<file path="src/hdl/clcd_pkg.sv">
`timescale 1ns / 1ps

package clcd_pkg;

  // Character store geometry.
  localparam int CHAR_DEPTH = 32;
  localparam int CHAR_AW    = $clog2(CHAR_DEPTH);

  // Configuration port.
  localparam int CFG_IDX_W  = 3;
  localparam int CFG_DATA_W = 8;

  localparam logic [CFG_IDX_W-1:0] REG_POWER_ON_WAIT = 3'd0;
  localparam logic [CFG_IDX_W-1:0] REG_FUNCTION_SET  = 3'd1;
  localparam logic [CFG_IDX_W-1:0] REG_DISPLAY_ON    = 3'd2;
  localparam logic [CFG_IDX_W-1:0] REG_CLEAR         = 3'd3;
  localparam logic [CFG_IDX_W-1:0] REG_ENTRY_MODE    = 3'd4;

  localparam logic [7:0] RST_POWER_ON_WAIT = 8'd30;
  localparam logic [7:0] RST_FUNCTION_SET  = 8'd56;
  localparam logic [7:0] RST_DISPLAY_ON    = 8'd15;
  localparam logic [7:0] RST_CLEAR         = 8'd1;
  localparam logic [7:0] RST_ENTRY_MODE    = 8'd6;

  // Item kinds.
  localparam logic [2:0] MODE_TICK    = 3'd0;
  localparam logic [2:0] MODE_CURSOR  = 3'd1;
  localparam logic [2:0] MODE_COMMAND = 3'd2;
  localparam logic [2:0] MODE_STRING  = 3'd3;
  localparam logic [2:0] MODE_LOAD    = 3'd4;

  // Display phase.
  localparam logic [1:0] PH_INIT = 2'd0;
  localparam logic [1:0] PH_OPER = 2'd1;
  localparam logic [1:0] PH_OFF  = 2'd2;

  // Initialisation steps.
  localparam logic [2:0] ST_WAIT  = 3'd0;
  localparam logic [2:0] ST_FSET  = 3'd1;
  localparam logic [2:0] ST_DISP  = 3'd2;
  localparam logic [2:0] ST_CLR   = 3'd3;
  localparam logic [2:0] ST_ENTRY = 3'd4;
  localparam logic [2:0] ST_END   = 3'd5;

  // Request kinds.
  localparam logic [1:0] RQ_CURSOR  = 2'd0;
  localparam logic [1:0] RQ_STRING  = 2'd1;
  localparam logic [1:0] RQ_COMMAND = 2'd2;
  localparam logic [1:0] RQ_NONE    = 2'd3;

  localparam logic [7:0] ROW1_BASE = 8'h80;
  localparam logic [7:0] ROW2_BASE = 8'hC0;

  typedef struct packed {
    logic [2:0] mode;
    logic [1:0] row;
    logic [7:0] column;
    logic [7:0] command_byte;
    logic [5:0] string_length;
    logic [4:0] char_index;
    logic [7:0] char_value;
  } item_t;

  // State after one item, handed to the output stage.
  typedef struct packed {
    logic       data_we;   // data lines take data
    logic       data_ram;  // data lines take the store read data
    logic [7:0] data;
    logic       rs;
    logic       en;
    logic [1:0] phase;
    logic       busy;
    logic       taken;
  } upd_t;

  typedef struct packed {
    logic               we;
    logic [CHAR_AW-1:0] waddr;
    logic [7:0]         wdata;
    logic               re;
    logic [CHAR_AW-1:0] raddr;
  } ram_req_t;

endpackage

</file>
<file path="src/hdl/clcd_ram.sv">
`timescale 1ns / 1ps

module clcd_ram #(
  parameter int WIDTH = 8,
  parameter int DEPTH = 32
) (
  input  logic                     clk,
  input  logic                     we,
  input  logic [$clog2(DEPTH)-1:0] waddr,
  input  logic [WIDTH-1:0]         wdata,
  input  logic                     re,
  input  logic [$clog2(DEPTH)-1:0] raddr,
  output logic [WIDTH-1:0]         rdata
);

  logic [WIDTH-1:0] mem [DEPTH];

  always_ff @(posedge clk) begin
    if (we) begin
      mem[waddr] <= wdata;
    end
    if (re) begin
      rdata <= mem[raddr];
    end
  end

endmodule

</file>
<file path="src/hdl/clcd_ctrl.sv">
`timescale 1ns / 1ps

module clcd_ctrl (
  input  logic                           clk,
  input  logic                           rst_n,
  input  logic                           cfg_we,
  input  logic [clcd_pkg::CFG_IDX_W-1:0]  cfg_index,
  input  logic [clcd_pkg::CFG_DATA_W-1:0] cfg_data,
  input  logic                           acc,
  input  clcd_pkg::item_t                item,
  output clcd_pkg::upd_t                 upd,
  output clcd_pkg::ram_req_t             ram
);

  logic [7:0] pow_wait_r, fset_r, disp_r, clr_r, entry_r;

  logic [1:0] phase_r, phase_nxt;
  logic [2:0] step_r, step_nxt;
  logic [7:0] tick_r, tick_nxt;
  logic       busy_r, busy_nxt;
  logic [1:0] kind_r, kind_nxt;
  logic [7:0] pcmd_r, pcmd_nxt;
  logic [1:0] crow_r, crow_nxt;
  logic [7:0] ccol_r, ccol_nxt;
  logic [5:0] left_r, left_nxt;
  logic [clcd_pkg::CHAR_AW-1:0] pos_r, pos_nxt;
  logic       rs_r, rs_nxt;
  logic       en_r, en_nxt;

  logic [7:0] tick_inc;
  logic [7:0] col_off;
  logic [7:0] init_cmd;
  logic       ready;

  // Configuration registers.
  always_ff @(posedge clk) begin
    if (!rst_n) begin
      pow_wait_r <= clcd_pkg::RST_POWER_ON_WAIT;
      fset_r     <= clcd_pkg::RST_FUNCTION_SET;
      disp_r     <= clcd_pkg::RST_DISPLAY_ON;
      clr_r      <= clcd_pkg::RST_CLEAR;
      entry_r    <= clcd_pkg::RST_ENTRY_MODE;
    end else if (cfg_we) begin
      case (cfg_index)
        clcd_pkg::REG_POWER_ON_WAIT: pow_wait_r <= cfg_data;
        clcd_pkg::REG_FUNCTION_SET:  fset_r     <= cfg_data;
        clcd_pkg::REG_DISPLAY_ON:    disp_r     <= cfg_data;
        clcd_pkg::REG_CLEAR:         clr_r      <= cfg_data;
        clcd_pkg::REG_ENTRY_MODE:    entry_r    <= cfg_data;
        default: ;
      endcase
    end
  end

  assign tick_inc = tick_r + 8'd1;
  assign col_off  = ccol_r - 8'd1;
  assign ready    = !busy_r && (phase_r == clcd_pkg::PH_OPER);

  always_comb begin
    case (step_r)
      clcd_pkg::ST_FSET: init_cmd = fset_r;
      clcd_pkg::ST_DISP: init_cmd = disp_r;
      clcd_pkg::ST_CLR:  init_cmd = clr_r;
      default:           init_cmd = entry_r;
    endcase
  end

  always_comb begin
    phase_nxt = phase_r;
    step_nxt  = step_r;
    tick_nxt  = tick_r;
    busy_nxt  = busy_r;
    kind_nxt  = kind_r;
    pcmd_nxt  = pcmd_r;
    crow_nxt  = crow_r;
    ccol_nxt  = ccol_r;
    left_nxt  = left_r;
    pos_nxt   = pos_r;
    rs_nxt    = rs_r;
    en_nxt    = en_r;
    upd       = '0;
    upd.data  = pcmd_r;
    ram       = '0;
    ram.waddr = item.char_index;
    ram.wdata = item.char_value;
    ram.raddr = pos_r;

    case (item.mode)
      clcd_pkg::MODE_TICK: begin
        if (phase_r == clcd_pkg::PH_INIT) begin
          tick_nxt = tick_inc;
          case (step_r)
            clcd_pkg::ST_WAIT: begin
              if (tick_inc >= pow_wait_r) begin
                step_nxt = clcd_pkg::ST_FSET;
                tick_nxt = '0;
              end
            end
            clcd_pkg::ST_FSET, clcd_pkg::ST_DISP,
            clcd_pkg::ST_CLR, clcd_pkg::ST_ENTRY: begin
              if (tick_inc == 8'd2) begin
                upd.data_we = 1'b1;
                upd.data    = init_cmd;
                rs_nxt      = 1'b0;
                en_nxt      = 1'b1;
              end else if (tick_inc > 8'd2) begin
                en_nxt   = 1'b0;
                step_nxt = step_r + 3'd1;
                tick_nxt = '0;
              end
            end
            clcd_pkg::ST_END: begin
              phase_nxt = clcd_pkg::PH_OPER;
              busy_nxt  = 1'b0;
              tick_nxt  = '0;
            end
            default: ;
          endcase
        end else if (phase_r == clcd_pkg::PH_OPER) begin
          tick_nxt = tick_inc;
          case (kind_r)
            clcd_pkg::RQ_STRING: begin
              if (left_r != '0) begin
                if (tick_inc[0]) begin
                  // The character comes out of the store's registered read, alongside this item's result.
                  ram.re       = 1'b1;
                  upd.data_ram = 1'b1;
                  rs_nxt       = 1'b1;
                  en_nxt       = 1'b1;
                end else begin
                  en_nxt   = 1'b0;
                  pos_nxt  = pos_r + 1'b1;
                  left_nxt = left_r - 6'd1;
                end
              end else begin
                left_nxt = '0;
                pos_nxt  = '0;
                busy_nxt = 1'b0;
                kind_nxt = clcd_pkg::RQ_NONE;
                tick_nxt = '0;
              end
            end
            clcd_pkg::RQ_CURSOR: begin
              if (tick_inc == 8'd1) begin
                if (crow_r == 2'd1) begin
                  pcmd_nxt = clcd_pkg::ROW1_BASE + col_off;
                end else if (crow_r == 2'd2) begin
                  pcmd_nxt = clcd_pkg::ROW2_BASE + col_off;
                end
                upd.data_we = 1'b1;
                upd.data    = pcmd_nxt;
                rs_nxt      = 1'b0;
                en_nxt      = 1'b1;
              end else if (tick_inc == 8'd2) begin
                en_nxt   = 1'b0;
                busy_nxt = 1'b0;
                kind_nxt = clcd_pkg::RQ_NONE;
                tick_nxt = '0;
              end
            end
            clcd_pkg::RQ_COMMAND: begin
              if (tick_inc == 8'd1) begin
                upd.data_we = 1'b1;
                upd.data    = pcmd_r;
                rs_nxt      = 1'b0;
                en_nxt      = 1'b1;
              end else if (tick_inc == 8'd2) begin
                en_nxt = 1'b0;
              end else if (tick_inc == 8'd4) begin
                busy_nxt = 1'b0;
                kind_nxt = clcd_pkg::RQ_NONE;
                tick_nxt = '0;
              end
            end
            default: tick_nxt = '0;
          endcase
        end
      end
      clcd_pkg::MODE_CURSOR: begin
        if (ready) begin
          busy_nxt  = 1'b1;
          kind_nxt  = clcd_pkg::RQ_CURSOR;
          crow_nxt  = item.row;
          ccol_nxt  = item.column;
          upd.taken = 1'b1;
        end
      end
      clcd_pkg::MODE_COMMAND: begin
        if (ready) begin
          busy_nxt  = 1'b1;
          kind_nxt  = clcd_pkg::RQ_COMMAND;
          pcmd_nxt  = item.command_byte;
          upd.taken = 1'b1;
        end
      end
      clcd_pkg::MODE_STRING: begin
        if (ready) begin
          busy_nxt  = 1'b1;
          kind_nxt  = clcd_pkg::RQ_STRING;
          left_nxt  = item.string_length;
          pos_nxt   = '0;
          upd.taken = 1'b1;
        end
      end
      clcd_pkg::MODE_LOAD: ram.we = 1'b1;
      default: ;
    endcase

    ram.we    = ram.we && acc;
    ram.re    = ram.re && acc;
    upd.rs    = rs_nxt;
    upd.en    = en_nxt;
    upd.phase = phase_nxt;
    upd.busy  = busy_nxt;
  end

  always_ff @(posedge clk) begin
    if (!rst_n) begin
      phase_r <= clcd_pkg::PH_INIT;
      step_r  <= clcd_pkg::ST_WAIT;
      tick_r  <= '0;
      busy_r  <= 1'b1;
      kind_r  <= clcd_pkg::RQ_NONE;
      pcmd_r  <= '0;
      crow_r  <= '0;
      ccol_r  <= '0;
      left_r  <= '0;
      pos_r   <= '0;
      rs_r    <= 1'b0;
      en_r    <= 1'b0;
    end else if (acc) begin
      phase_r <= phase_nxt;
      step_r  <= step_nxt;
      tick_r  <= tick_nxt;
      busy_r  <= busy_nxt;
      kind_r  <= kind_nxt;
      pcmd_r  <= pcmd_nxt;
      crow_r  <= crow_nxt;
      ccol_r  <= ccol_nxt;
      left_r  <= left_nxt;
      pos_r   <= pos_nxt;
      rs_r    <= rs_nxt;
      en_r    <= en_nxt;
    end
  end

  // An accepted request must leave the block busy.
  a_taken_busy: assert property (@(posedge clk) disable iff (!rst_n)
    acc && upd.taken |=> busy_r)
    else $error("accepted request did not set busy");

  // Busy only clears once initialisation has finished.
  a_idle_oper: assert property (@(posedge clk) disable iff (!rst_n)
    !busy_r |-> phase_r == clcd_pkg::PH_OPER)
    else $error("block idle outside the operational phase");

  // The store is only read while characters of a string are still due.
  a_read_string: assert property (@(posedge clk) disable iff (!rst_n)
    ram.re |-> kind_r == clcd_pkg::RQ_STRING && left_r != '0)
    else $error("store read outside a string write");

  // With no request pending, ticks keep the count at zero.
  a_idle_tick: assert property (@(posedge clk) disable iff (!rst_n)
    acc && item.mode == clcd_pkg::MODE_TICK && phase_r == clcd_pkg::PH_OPER
      && kind_r == clcd_pkg::RQ_NONE |=> tick_r == '0)
    else $error("tick count moved with no request");

endmodule

</file>
<file path="src/hdl/char_lcd_timed_interface.sv">
`timescale 1ns / 1ps

// Channel   Direction  Group                       Contents
// in_       slave      tvalid tready tdata tuser   one tick, request or store load per item
// out_      master     tvalid tready tdata         pin levels and status after each item
// cfg_      write      we index data               power-on wait and the four init commands
//
// One item is taken every cycle unless the output stalls; each result is registered.
// The character store has a registered read, so a character fetched for a
// string write is folded into the data lines at the output register rather than earlier.
// Reset is synchronous and active low; no clearing pass follows it, the store is simply
// undefined until loaded. A stalled output holds its item while the input waits with it.

module char_lcd_timed_interface (
  input  logic                            clk,
  input  logic                            rst_n,
  input  logic                            in_tvalid,
  output logic                            in_tready,
  // row[1:0], column[9:2], command_byte[17:10], string_length[23:18],
  // char_index[28:24], char_value[36:29], zero fill [39:37]
  input  logic [39:0]                     in_tdata,
  // mode[2:0]
  input  logic [2:0]                      in_tuser,
  output logic                            out_tvalid,
  input  logic                            out_tready,
  // data_pins[7:0], rs_pin[8], enable_pin[9], lcd_phase[11:10],
  // request_busy[12], request_taken[13], zero fill [15:14]
  output logic [15:0]                     out_tdata,
  input  logic                            cfg_we,
  input  logic [clcd_pkg::CFG_IDX_W-1:0]  cfg_index,
  input  logic [clcd_pkg::CFG_DATA_W-1:0] cfg_data
);

  clcd_pkg::item_t    item;
  clcd_pkg::upd_t     upd;
  clcd_pkg::ram_req_t ram;

  logic       accept;
  logic [7:0] ram_rdata;
  logic [7:0] pins_now;

  logic       out_valid_r;
  logic [7:0] data_r;
  logic       ram_sel_r;
  logic       rs_r;
  logic       en_r;
  logic [1:0] phase_r;
  logic       busy_r;
  logic       taken_r;

  assign item.mode          = in_tuser;
  assign item.row           = in_tdata[1:0];
  assign item.column        = in_tdata[9:2];
  assign item.command_byte  = in_tdata[17:10];
  assign item.string_length = in_tdata[23:18];
  assign item.char_index    = in_tdata[28:24];
  assign item.char_value    = in_tdata[36:29];

  // The output register empties or is taken in the same cycle, so the input never stalls
  // on its own account.
  assign in_tready = !out_valid_r || out_tready;
  assign accept    = in_tvalid && in_tready;

  clcd_ctrl u_ctrl (
    .clk       (clk),
    .rst_n     (rst_n),
    .cfg_we    (cfg_we),
    .cfg_index (cfg_index),
    .cfg_data  (cfg_data),
    .acc       (accept),
    .item      (item),
    .upd       (upd),
    .ram       (ram)
  );

  clcd_ram #(
    .WIDTH (8),
    .DEPTH (clcd_pkg::CHAR_DEPTH)
  ) u_store (
    .clk   (clk),
    .we    (ram.we),
    .waddr (ram.waddr),
    .wdata (ram.wdata),
    .re    (ram.re),
    .raddr (ram.raddr),
    .rdata (ram_rdata)
  );

  // The read data stays put until the next store read, which only comes with a new item,
  // so the data lines can be resolved from it while the result waits.
  assign pins_now = ram_sel_r ? ram_rdata : data_r;

  always_ff @(posedge clk) begin
    if (!rst_n) begin
      out_valid_r <= 1'b0;
      data_r      <= '0;
      ram_sel_r   <= 1'b0;
    end else begin
      if (accept) begin
        out_valid_r <= 1'b1;
        data_r      <= upd.data_we ? upd.data : pins_now;
        ram_sel_r   <= upd.data_ram;
      end else if (out_tready) begin
        out_valid_r <= 1'b0;
      end
    end
  end

  always_ff @(posedge clk) begin
    if (accept) begin
      rs_r    <= upd.rs;
      en_r    <= upd.en;
      phase_r <= upd.phase;
      busy_r  <= upd.busy;
      taken_r <= upd.taken;
    end
  end

  assign out_tvalid = out_valid_r;
  assign out_tdata  = {2'b00, taken_r, busy_r, phase_r, en_r, rs_r, pins_now};

endmodule
</file>
<file path="config.mk">
export PLATFORM = sky130hd
export DESIGN_NAME = char_lcd_timed_interface
export DESIGN_NICKNAME = d
export VERILOG_FILES = /design/src/hdl/clcd_pkg.sv /design/src/hdl/clcd_ram.sv /design/src/hdl/clcd_ctrl.sv /design/src/hdl/char_lcd_timed_interface.sv
export SDC_FILE = /design/constraint.sdc
export NUM_CORES = 1
export LEC_CHECK = 0
export BUFFER_PORTS_ARGS = -buffer_cell sky130_fd_sc_hd__clkbuf_2
export CAP_MARGIN = 20
export CORE_AREA = 2 2 177 179
export CTS_CLUSTER_DIAMETER = 40
export DETAILED_ROUTE_END_ITERATION = 8
export DIE_AREA = 0 0 179 181
export PLACE_DENSITY = 0.79
export SLEW_MARGIN = 20
export SYNTH_ARGS = -nofsm -noshare
export SYNTH_HDL_FRONTEND = slang
export SYNTH_HIERARCHICAL = 1
export SYNTH_SLANG_ARGS = --single-unit
export TNS_END_PERCENT = 30
</file>
<file path="constraint.sdc">
create_clock -name clk -period 4.8 [get_ports clk]
set_input_delay 0.24 -clock clk [delete_from_list [all_inputs] [get_ports clk]]
set_output_delay 0.24 -clock clk [all_outputs]
set_load 0.02 [all_outputs]
</file>
==> metrics.log, run 1 <==
INFO  metric cp-start-kind = flop
INFO  metric grt_pass1_vias = 10,300
INFO  metric setup.worst_path.class = flop to flop
INFO  metric finalSetupViolCount = 0
INFO  metric totalPowerFinal = 7020 uW
INFO  metric placeableCoreArea = 30,300 um2
INFO  metric pwr-share-clk = 0.487
INFO  metric timing.final.crit_period = 3.54 ns
INFO  metric switchingPower = 1520 uW
INFO  metric power.leakage = 0.00623 uW
INFO  metric clkSinkCount = 367
INFO  metric worst_ep_required_time = between 5 and 6 ns
INFO  metric top_level_ports = 77
INFO  metric die_height = 181 um
INFO  metric cp_slowest_stage_delay = roughly 0.63 ns
INFO  metric synth-seq-cells = approximately 370
INFO  metric layout.nets = 1,322
INFO  metric startpoint = u_ctrl/tick_r[0]$_SDFFE_PN0P_
INFO  metric placementRows = 64
INFO  metric drv_cap = 0
INFO  metric multiInputGateArea = 5810 um2
INFO  metric nFillCells = ~2,200
INFO  metric dpl.hpwl = about 24 mm
INFO  metric cell_breakdown_of_the_critical_path = ha_1 > and3_1 > a31o_2 > o211ai_1 > nor2_1 > nand3_1 > o21a_1 > a21o_1 > nand2b_1 > o2111ai_2 > a21oi_1
INFO  metric drtPass1Iterations = 5
INFO  metric cts-htree-levels = 2
INFO  metric p_int = between 5000 and 6000 uW
INFO  metric drt_drc_violations_left = 0
INFO  metric wirelength = 37.5 mm
INFO  metric vdd_drop_max = between 0.0003 and 0.0004 V
INFO  metric count_of_buffers_inserted_at_the_top_level_ports = 71
INFO  metric floorplan.initialDensity = 0.543
INFO  metric min_period_over_period = 0.738
INFO  metric cts_tree = done
INFO  metric grt_start_max_net_pins = 42
INFO  metric ant_nets = 0
INFO  metric min-delay-start = cfg_data[2]
INFO  metric die_area = 32,400 um2
INFO  metric final.setup_skew = 0.0270 ns
INFO  metric route.detailed.wl_per_inst = 22.4 um
INFO  metric gpl.final_weighted_congestion = 0.917
INFO  metric clock_latency = 0.56 ns
INFO  metric cellPowerDensity = 378 nW/um2
INFO  metric maxSlewViolCount = 0
INFO  metric rsz_0062_raised_after_global_routing = false
INFO  metric area_growth = 12.8%
INFO  metric drt-vias-per-instance = 6.26
INFO  metric die_w = 179 um
INFO  metric grt_pass1_wl = slightly below 60 mm
INFO  metric outcome = finished clean
INFO  metric register_area = 10,100 um2
INFO  metric worst-endpoint-arrival = between 3 and 4 ns
INFO  metric grt_overflow_total = 0
INFO  metric most-common-layout-cells = edfxtp_1, nand2_1, dfxtp_1, nor2_1, mux4_2
INFO  metric asyncSetResetFlopFracSynth = 0
INFO  metric largest_register_ffs = 256
INFO  metric mostFrequentLayoutCell = edfxtp_1
INFO  metric switching_share = 0.217
INFO  metric drt-initial-drc-count = between 1,000 and 1,500
INFO  metric maxClockFrequency = 282 MHz
INFO  metric num_vias = 10,500
INFO  metric finalSetupTns = 0 ns
INFO  metric worst-path-max-fanout = 13
INFO  metric grt_antenna_before_repair = 2
INFO  metric number_of_enable_type_register_cells_in_the_synthesized_netlist = 270
INFO  metric cts_max_path_buffers = 3
INFO  metric synth_sequential_area_ratio = 0.610
INFO  metric hold_class = input port to flop
INFO  metric mappedNetlistArea = roughly 16,000 um2
INFO  metric relative_slew_slack = 0.315
INFO  metric cts-root-buf = clkbuf_16
INFO  metric syn_avg_cell_area = 13.8 um2
INFO  metric postCtsSetupBuffers = 0
INFO  metric seqPwrFrac = 0.488
INFO  metric globalRouteTotalUtil = 0.234
INFO  metric power.combinational.fraction = 0.025
INFO  metric share_of_final_layout_standard_cells_stronger_than_drive_strength_1 = 0.224
INFO  metric clock_buffers_created_by_tritoncts = 45
INFO  metric max_flop_register = u_store/mem
INFO  metric synth_cell_types = 86
INFO  metric r2r_start = u_ctrl/tick_r[0]$_SDFFE_PN0P_
INFO  metric syn-instance-count = 1,195
INFO  metric yosys_warnings = 6
INFO  metric timing_worst_slew_pin_value = 1.03 ns
INFO  metric crit_path_end_kind = flop
INFO  metric synth-main-ff-cell = edfxtp_1
INFO  metric hold_violations = 0
INFO  metric critical_path.slowest_cell = dfxtp_1
INFO  metric post-route-util = 0.612
INFO  metric reg_clk_slew_reported_paths = about 0.05 ns
[per-layer routing]
metal / vias to the layer above / routed length (um) / track usage
li1: 4660 / - / -
met1: 5227 / 15200 / 0.320
met2: 512 / 18300 / 0.383
met3: 87 / 2980 / 0.0396
met4: 0 / 1090 / 0.0771
met5: - / 0 / 0
[stage by stage]
stage / std cells / hold slack (ns) / instance area [um2] / worst slack (ns)
floorplan: 1196 / 0.364 / 16500 / 1.87
global placement: 1579 / 0.441 / 16900 / 1.42
detailed placement: 1580 / 0.445 / 16900 / 1.34
CTS: 1674 / 0.0149 / 18600 / 1.33
global route: 1674 / 0.0237 / 18600 / 1.00
finish: 1675 / 0.0338 / 18600 / 1.26
[critical path, delay by kind of cell (launching register included)]
kind | cells | cell delay, ns
flops | 1 | 0.63
simple gates | 4 | 1.22
compound gates | 6 | 1.12
fa+ha+maj | 1 | 0.43
[power groups by stage]
| stage | clock, uW | sequential (uW) | combinational, uW |
|---|---|---|---|
| 3_3_place_gp | 0 | 3490 | 156 |
| 6_report | 3420 | 3420 | 177 |
| 3_5_place_dp | 0 | 3490 | 164 |
| 2_1_floorplan | 0 | 3490 | 105 |
| 4_1_cts | 3470 | 3420 | 174 |
| 5_1_grt | 3610 | 3420 | 193 |
[kinds of logic after synthesis]
logic type,synth area share
other cells,0.000228
mux,0.132
simple gates,0.0952
fa+ha+maj,0.0144
flops,0.610
xor+xnor,0.0112
compound gates,0.0997
buf+inv,0.0373
[area by class of cell]
| cell class | instances | area share |
|---|---|---|
| diodes | 1 | 0.000135 |
| clock buffers | 52 | 0.0637 |
| clock inverters | 29 | 0.0193 |
| inverters | 29 | 0.00586 |
| multi-input cells | 708 | 0.313 |
| flip-flops and latches | 367 | 0.541 |
| well taps | 396 | 0.0267 |
| repair buffers | 93 | 0.0304 |
[final timing paths]
| kind | end | slack, ns | cells after the start |
|---|---|---|---|
| worst max-delay path | data_r[1]$_SDFFE_PN0P_ | 1.26 | 11 |
| worst min-delay path | u_ctrl/clr_r[2]$_SDFFE_PN0P_ | 0.03 | 3 |
| worst max register to register | data_r[1]$_SDFFE_PN0P_ | 1.26 | 11 |
| worst min register to register | u_ctrl/entry_r[3]$_SDFFE_PN0P_ | 0.45 | 2 |
[timing repair]
| action | CTS | global route |
|---|---|---|
| hold endpoints to repair | 18 | 0 |
| gates resized for setup | 0 | 0 |
| hold buffers | 13 | 0 |
[Yosys cell counts (3+ instances only)]
library cell / count / share of area
buf_1: 9 / 0.0021
nand2_1: 109 / 0.025
nor3b_1: 6 / 0.0027
mux4_2: 80 / 0.11
nand4_1: 7 / 0.0027
mux2i_1: 15 / 0.0091
o211ai_1: 14 / 0.0064
a21oi_1: 53 / 0.016
clkbuf_1: 38 / 0.0087
inv_1: 27 / 0.0062
o2111ai_1: 3 / 0.0016
o221ai_1: 3 / 0.0016
and2_1: 4 / 0.0015
nand3b_1: 7 / 0.0032
a221oi_1: 8 / 0.0043
o32ai_1: 7 / 0.0037
nor2b_1: 12 / 0.0046
a31oi_1: 7 / 0.0027
xor2_1: 7 / 0.0037
or3_1: 7 / 0.0027
dfxtp_1: 97 / 0.12
nor3_1: 18 / 0.0055
nand2b_1: 15 / 0.0057
nand3_1: 29 / 0.0088
buf_6: 3 / 0.0021
edfxtp_1: 270 / 0.49
o21ai_0: 57 / 0.017
buf_4: 33 / 0.015
a221o_1: 3 / 0.0018
buf_2: 8 / 0.0024
mux2_4: 8 / 0.0073
and3_1: 7 / 0.0027
a22oi_1: 5 / 0.0023
o21a_1: 3 / 0.0014
or3b_2: 3 / 0.0016
or2_2: 3 / 0.0011
a211oi_1: 7 / 0.0032
xnor2_1: 14 / 0.0074
a21o_1: 12 / 0.0055
nor2_1: 87 / 0.020
a2111oi_2: 3 / 0.0027
mux2_2: 9 / 0.0062
nor4_1: 4 / 0.0015
o2111ai_2: 9 / 0.0082
ha_1: 19 / 0.014
Note: power is estimated with default switching activity, not from simulation.
==> run 2: changes to the inputs <==
Settings changed: PLACE_DENSITY 0.79 to 0.81.
Clock period 4.8 ns to 2.9 ns, I/O delays scaled along.
==> run 2 against run 1 <==
Critical path depth is the same; largest power group unchanged; clock power grew 65%; non-clock buffer count grew 70; highest routed layer unchanged; wire length grew 6.0%.
==> metrics.log, run 2 (synthesis results as in run 1) <==
INFO  metric worst-path-max-fanout = 7
INFO  metric maxClockFrequency = 354 MHz
INFO  metric dpl.hpwl = 24.9 mm
INFO  metric hold_class = input port to flop
INFO  metric die_area = about 32,000 um2
INFO  metric post-route-worst-setup-slack = 0.0780 ns
INFO  metric relative_slew_slack = 0.522
INFO  metric grt_pass1_vias = between 10,000 and 15,000
INFO  metric die_w = approximately 180 um
INFO  metric cts-root-buf = clkbuf_16
INFO  metric post_dp_cell_area = 17,400 um2
INFO  metric reg_clk_slew_reported_paths = 0.05 ns
INFO  metric cts_max_path_buffers = 3
INFO  metric power.leakage = 0.00664 uW
INFO  metric share_of_final_layout_standard_cells_stronger_than_drive_strength_1 = 0.265
INFO  metric timing.final.crit_period = 2.82 ns
INFO  metric final_instance_area = between 15,000 and 20,000 um2
INFO  metric rsz_0062_raised_after_global_routing = true
INFO  metric drtPass1Iterations = 6
INFO  metric grt_pass1_wl = 60.6 mm
INFO  metric route.detailed.wl_per_inst = 22.8 um
INFO  metric max_flop_register = u_store/mem
INFO  metric worst_ep_required_time = 3.37 ns
INFO  metric setup.worst_path.class = flop to flop
INFO  metric stdcell_count = roughly 1,700
INFO  metric placedCellCount = between 1,500 and 2,000
INFO  metric drt-vias-per-instance = 6.25
INFO  metric count_of_buffers_inserted_at_the_top_level_ports = just over 70
INFO  metric mostFrequentLayoutCell = edfxtp_1
INFO  metric ant_nets = 0
INFO  metric clkSinkCount = ~370
INFO  metric postCtsSetupBuffers = 0
INFO  metric cts-htree-levels = 2
INFO  metric totalPowerFinal = 11,600 uW
INFO  metric globalRouteTotalUtil = 0.246
INFO  metric min_period_over_period = 0.973
INFO  metric worst-endpoint-arrival = 3.30 ns
INFO  metric cp-start-kind = flop
INFO  metric dpl_worst_slack = -0.0463 ns
INFO  metric largest_register_ffs = 256
INFO  metric layout.nets = between 1,000 and 1,500
INFO  metric placeableCoreArea = 30,300 um2
INFO  metric top_level_ports = 77
INFO  metric clock_latency = 0.56 ns
INFO  metric drv_cap = 0
INFO  metric hold_violations = 0
INFO  metric outcome = finished clean
INFO  metric maxSlewViolCount = 0
INFO  metric final.setup_skew = between 0.015 and 0.02 ns
INFO  metric drt-initial-drc-count = 1,192
INFO  metric vdd_drop_max = ~0.00056 V
INFO  metric drt_drc_violations_left = 0
INFO  metric die_height = about 180 um
INFO  metric finalSetupViolCount = 0
INFO  metric grt_start_max_net_pins = approximately 70
INFO  metric cts_tree = done
INFO  metric crit_path_end_kind = flop
INFO  metric grt_overflow_total = 0
INFO  metric n_antenna_cell = 0
INFO  metric clock_buffers_created_by_tritoncts = 45
INFO  metric gpl.final_weighted_congestion = 0.929
INFO  metric floorplan.initialDensity = 0.543
INFO  metric cellPowerDensity = 604 nW/um2
INFO  metric area_growth = 17.0%
INFO  metric placementRows = 64
INFO  metric timing_worst_slew_pin_value = 0.715 ns
INFO  metric grt_antenna_before_repair = 0
INFO  metric num_vias = 10,900
INFO  metric holdWs = ~0.014 ns
INFO  metric wirelength = around 40 mm
INFO  metric most-common-layout-cells = edfxtp_1, nand2_1, dfxtp_1, nor2_1, mux4_2
[run 2: layout make-up]
class	count	area [um2]
sequential	367	10100
clock inverter	35	362
clock buffer	49	1190
tap	396	495
inverter	29	109
multi-input combinational	708	5880
timing repair buffer	163	1170
fill	2082	11100
[run 2: path summary, 6_finish.rpt]
check | startpoint | end | slack (ns) | cells after the start
max | u_ctrl/tick_r[0]$_SDFFE_PN0P_ | u_ctrl/tick_r[7]$_SDFFE_PN0P_ | 0.08 | 11
min | in_tdata[23] | u_ctrl/left_r[5]$_SDFFE_PN0P_ | 0.01 | 4
min reg2reg | u_ctrl/entry_r[4]$_SDFFE_PN0P_ | u_ctrl/entry_r[4]$_SDFFE_PN0P_ | 0.45 | 2
max reg2reg | u_ctrl/tick_r[0]$_SDFFE_PN0P_ | u_ctrl/tick_r[7]$_SDFFE_PN0P_ | 0.08 | 11
[run 2: metrics by stage]
stage               utilization  setup TNS (ns)
floorplan                     -           -2.01
global placement          0.573               0
detailed placement        0.573         -0.0463
CTS                       0.633               0
global route              0.635         -0.0605
finish                    0.635               0
[run 2: worst max-delay path, cell delays in order, from the launching register on]
cell	delay, ns
dfxtp_2	0.34
ha_4	0.18
and3_2	0.24
xnor2_1	0.17
ha_1	0.27
a21o_1	0.16
a211oi_1	0.24
o21a_1	0.20
o2111ai_4	0.18
and3_1	0.23
or3_1	0.37
a21oi_1	0.15
[run 2: layer usage]
metal	part of all wire	global-route usage	up-vias
met1	0.39	0.317	5452
met3	0.081	0.0463	97
met5	0	0	-
met2	0.50	0.421	553
li1	-	-	4809
met4	0.026	0.0738	0
[run 2: report_power, final]
group	total [uW]	switching, uW	internal [uW]
Combinational	317	217	99.9
Sequential	5660	12.2	5650
Clock	5660	2330	3330
Total	11600	2560	9080
[run 2: timing repair]
action                                  CTS  global route
endpoints found under the setup margin    2            17
hold buffers                             25             0
gates resized for setup                   2            11
hold endpoints to repair                 59             0
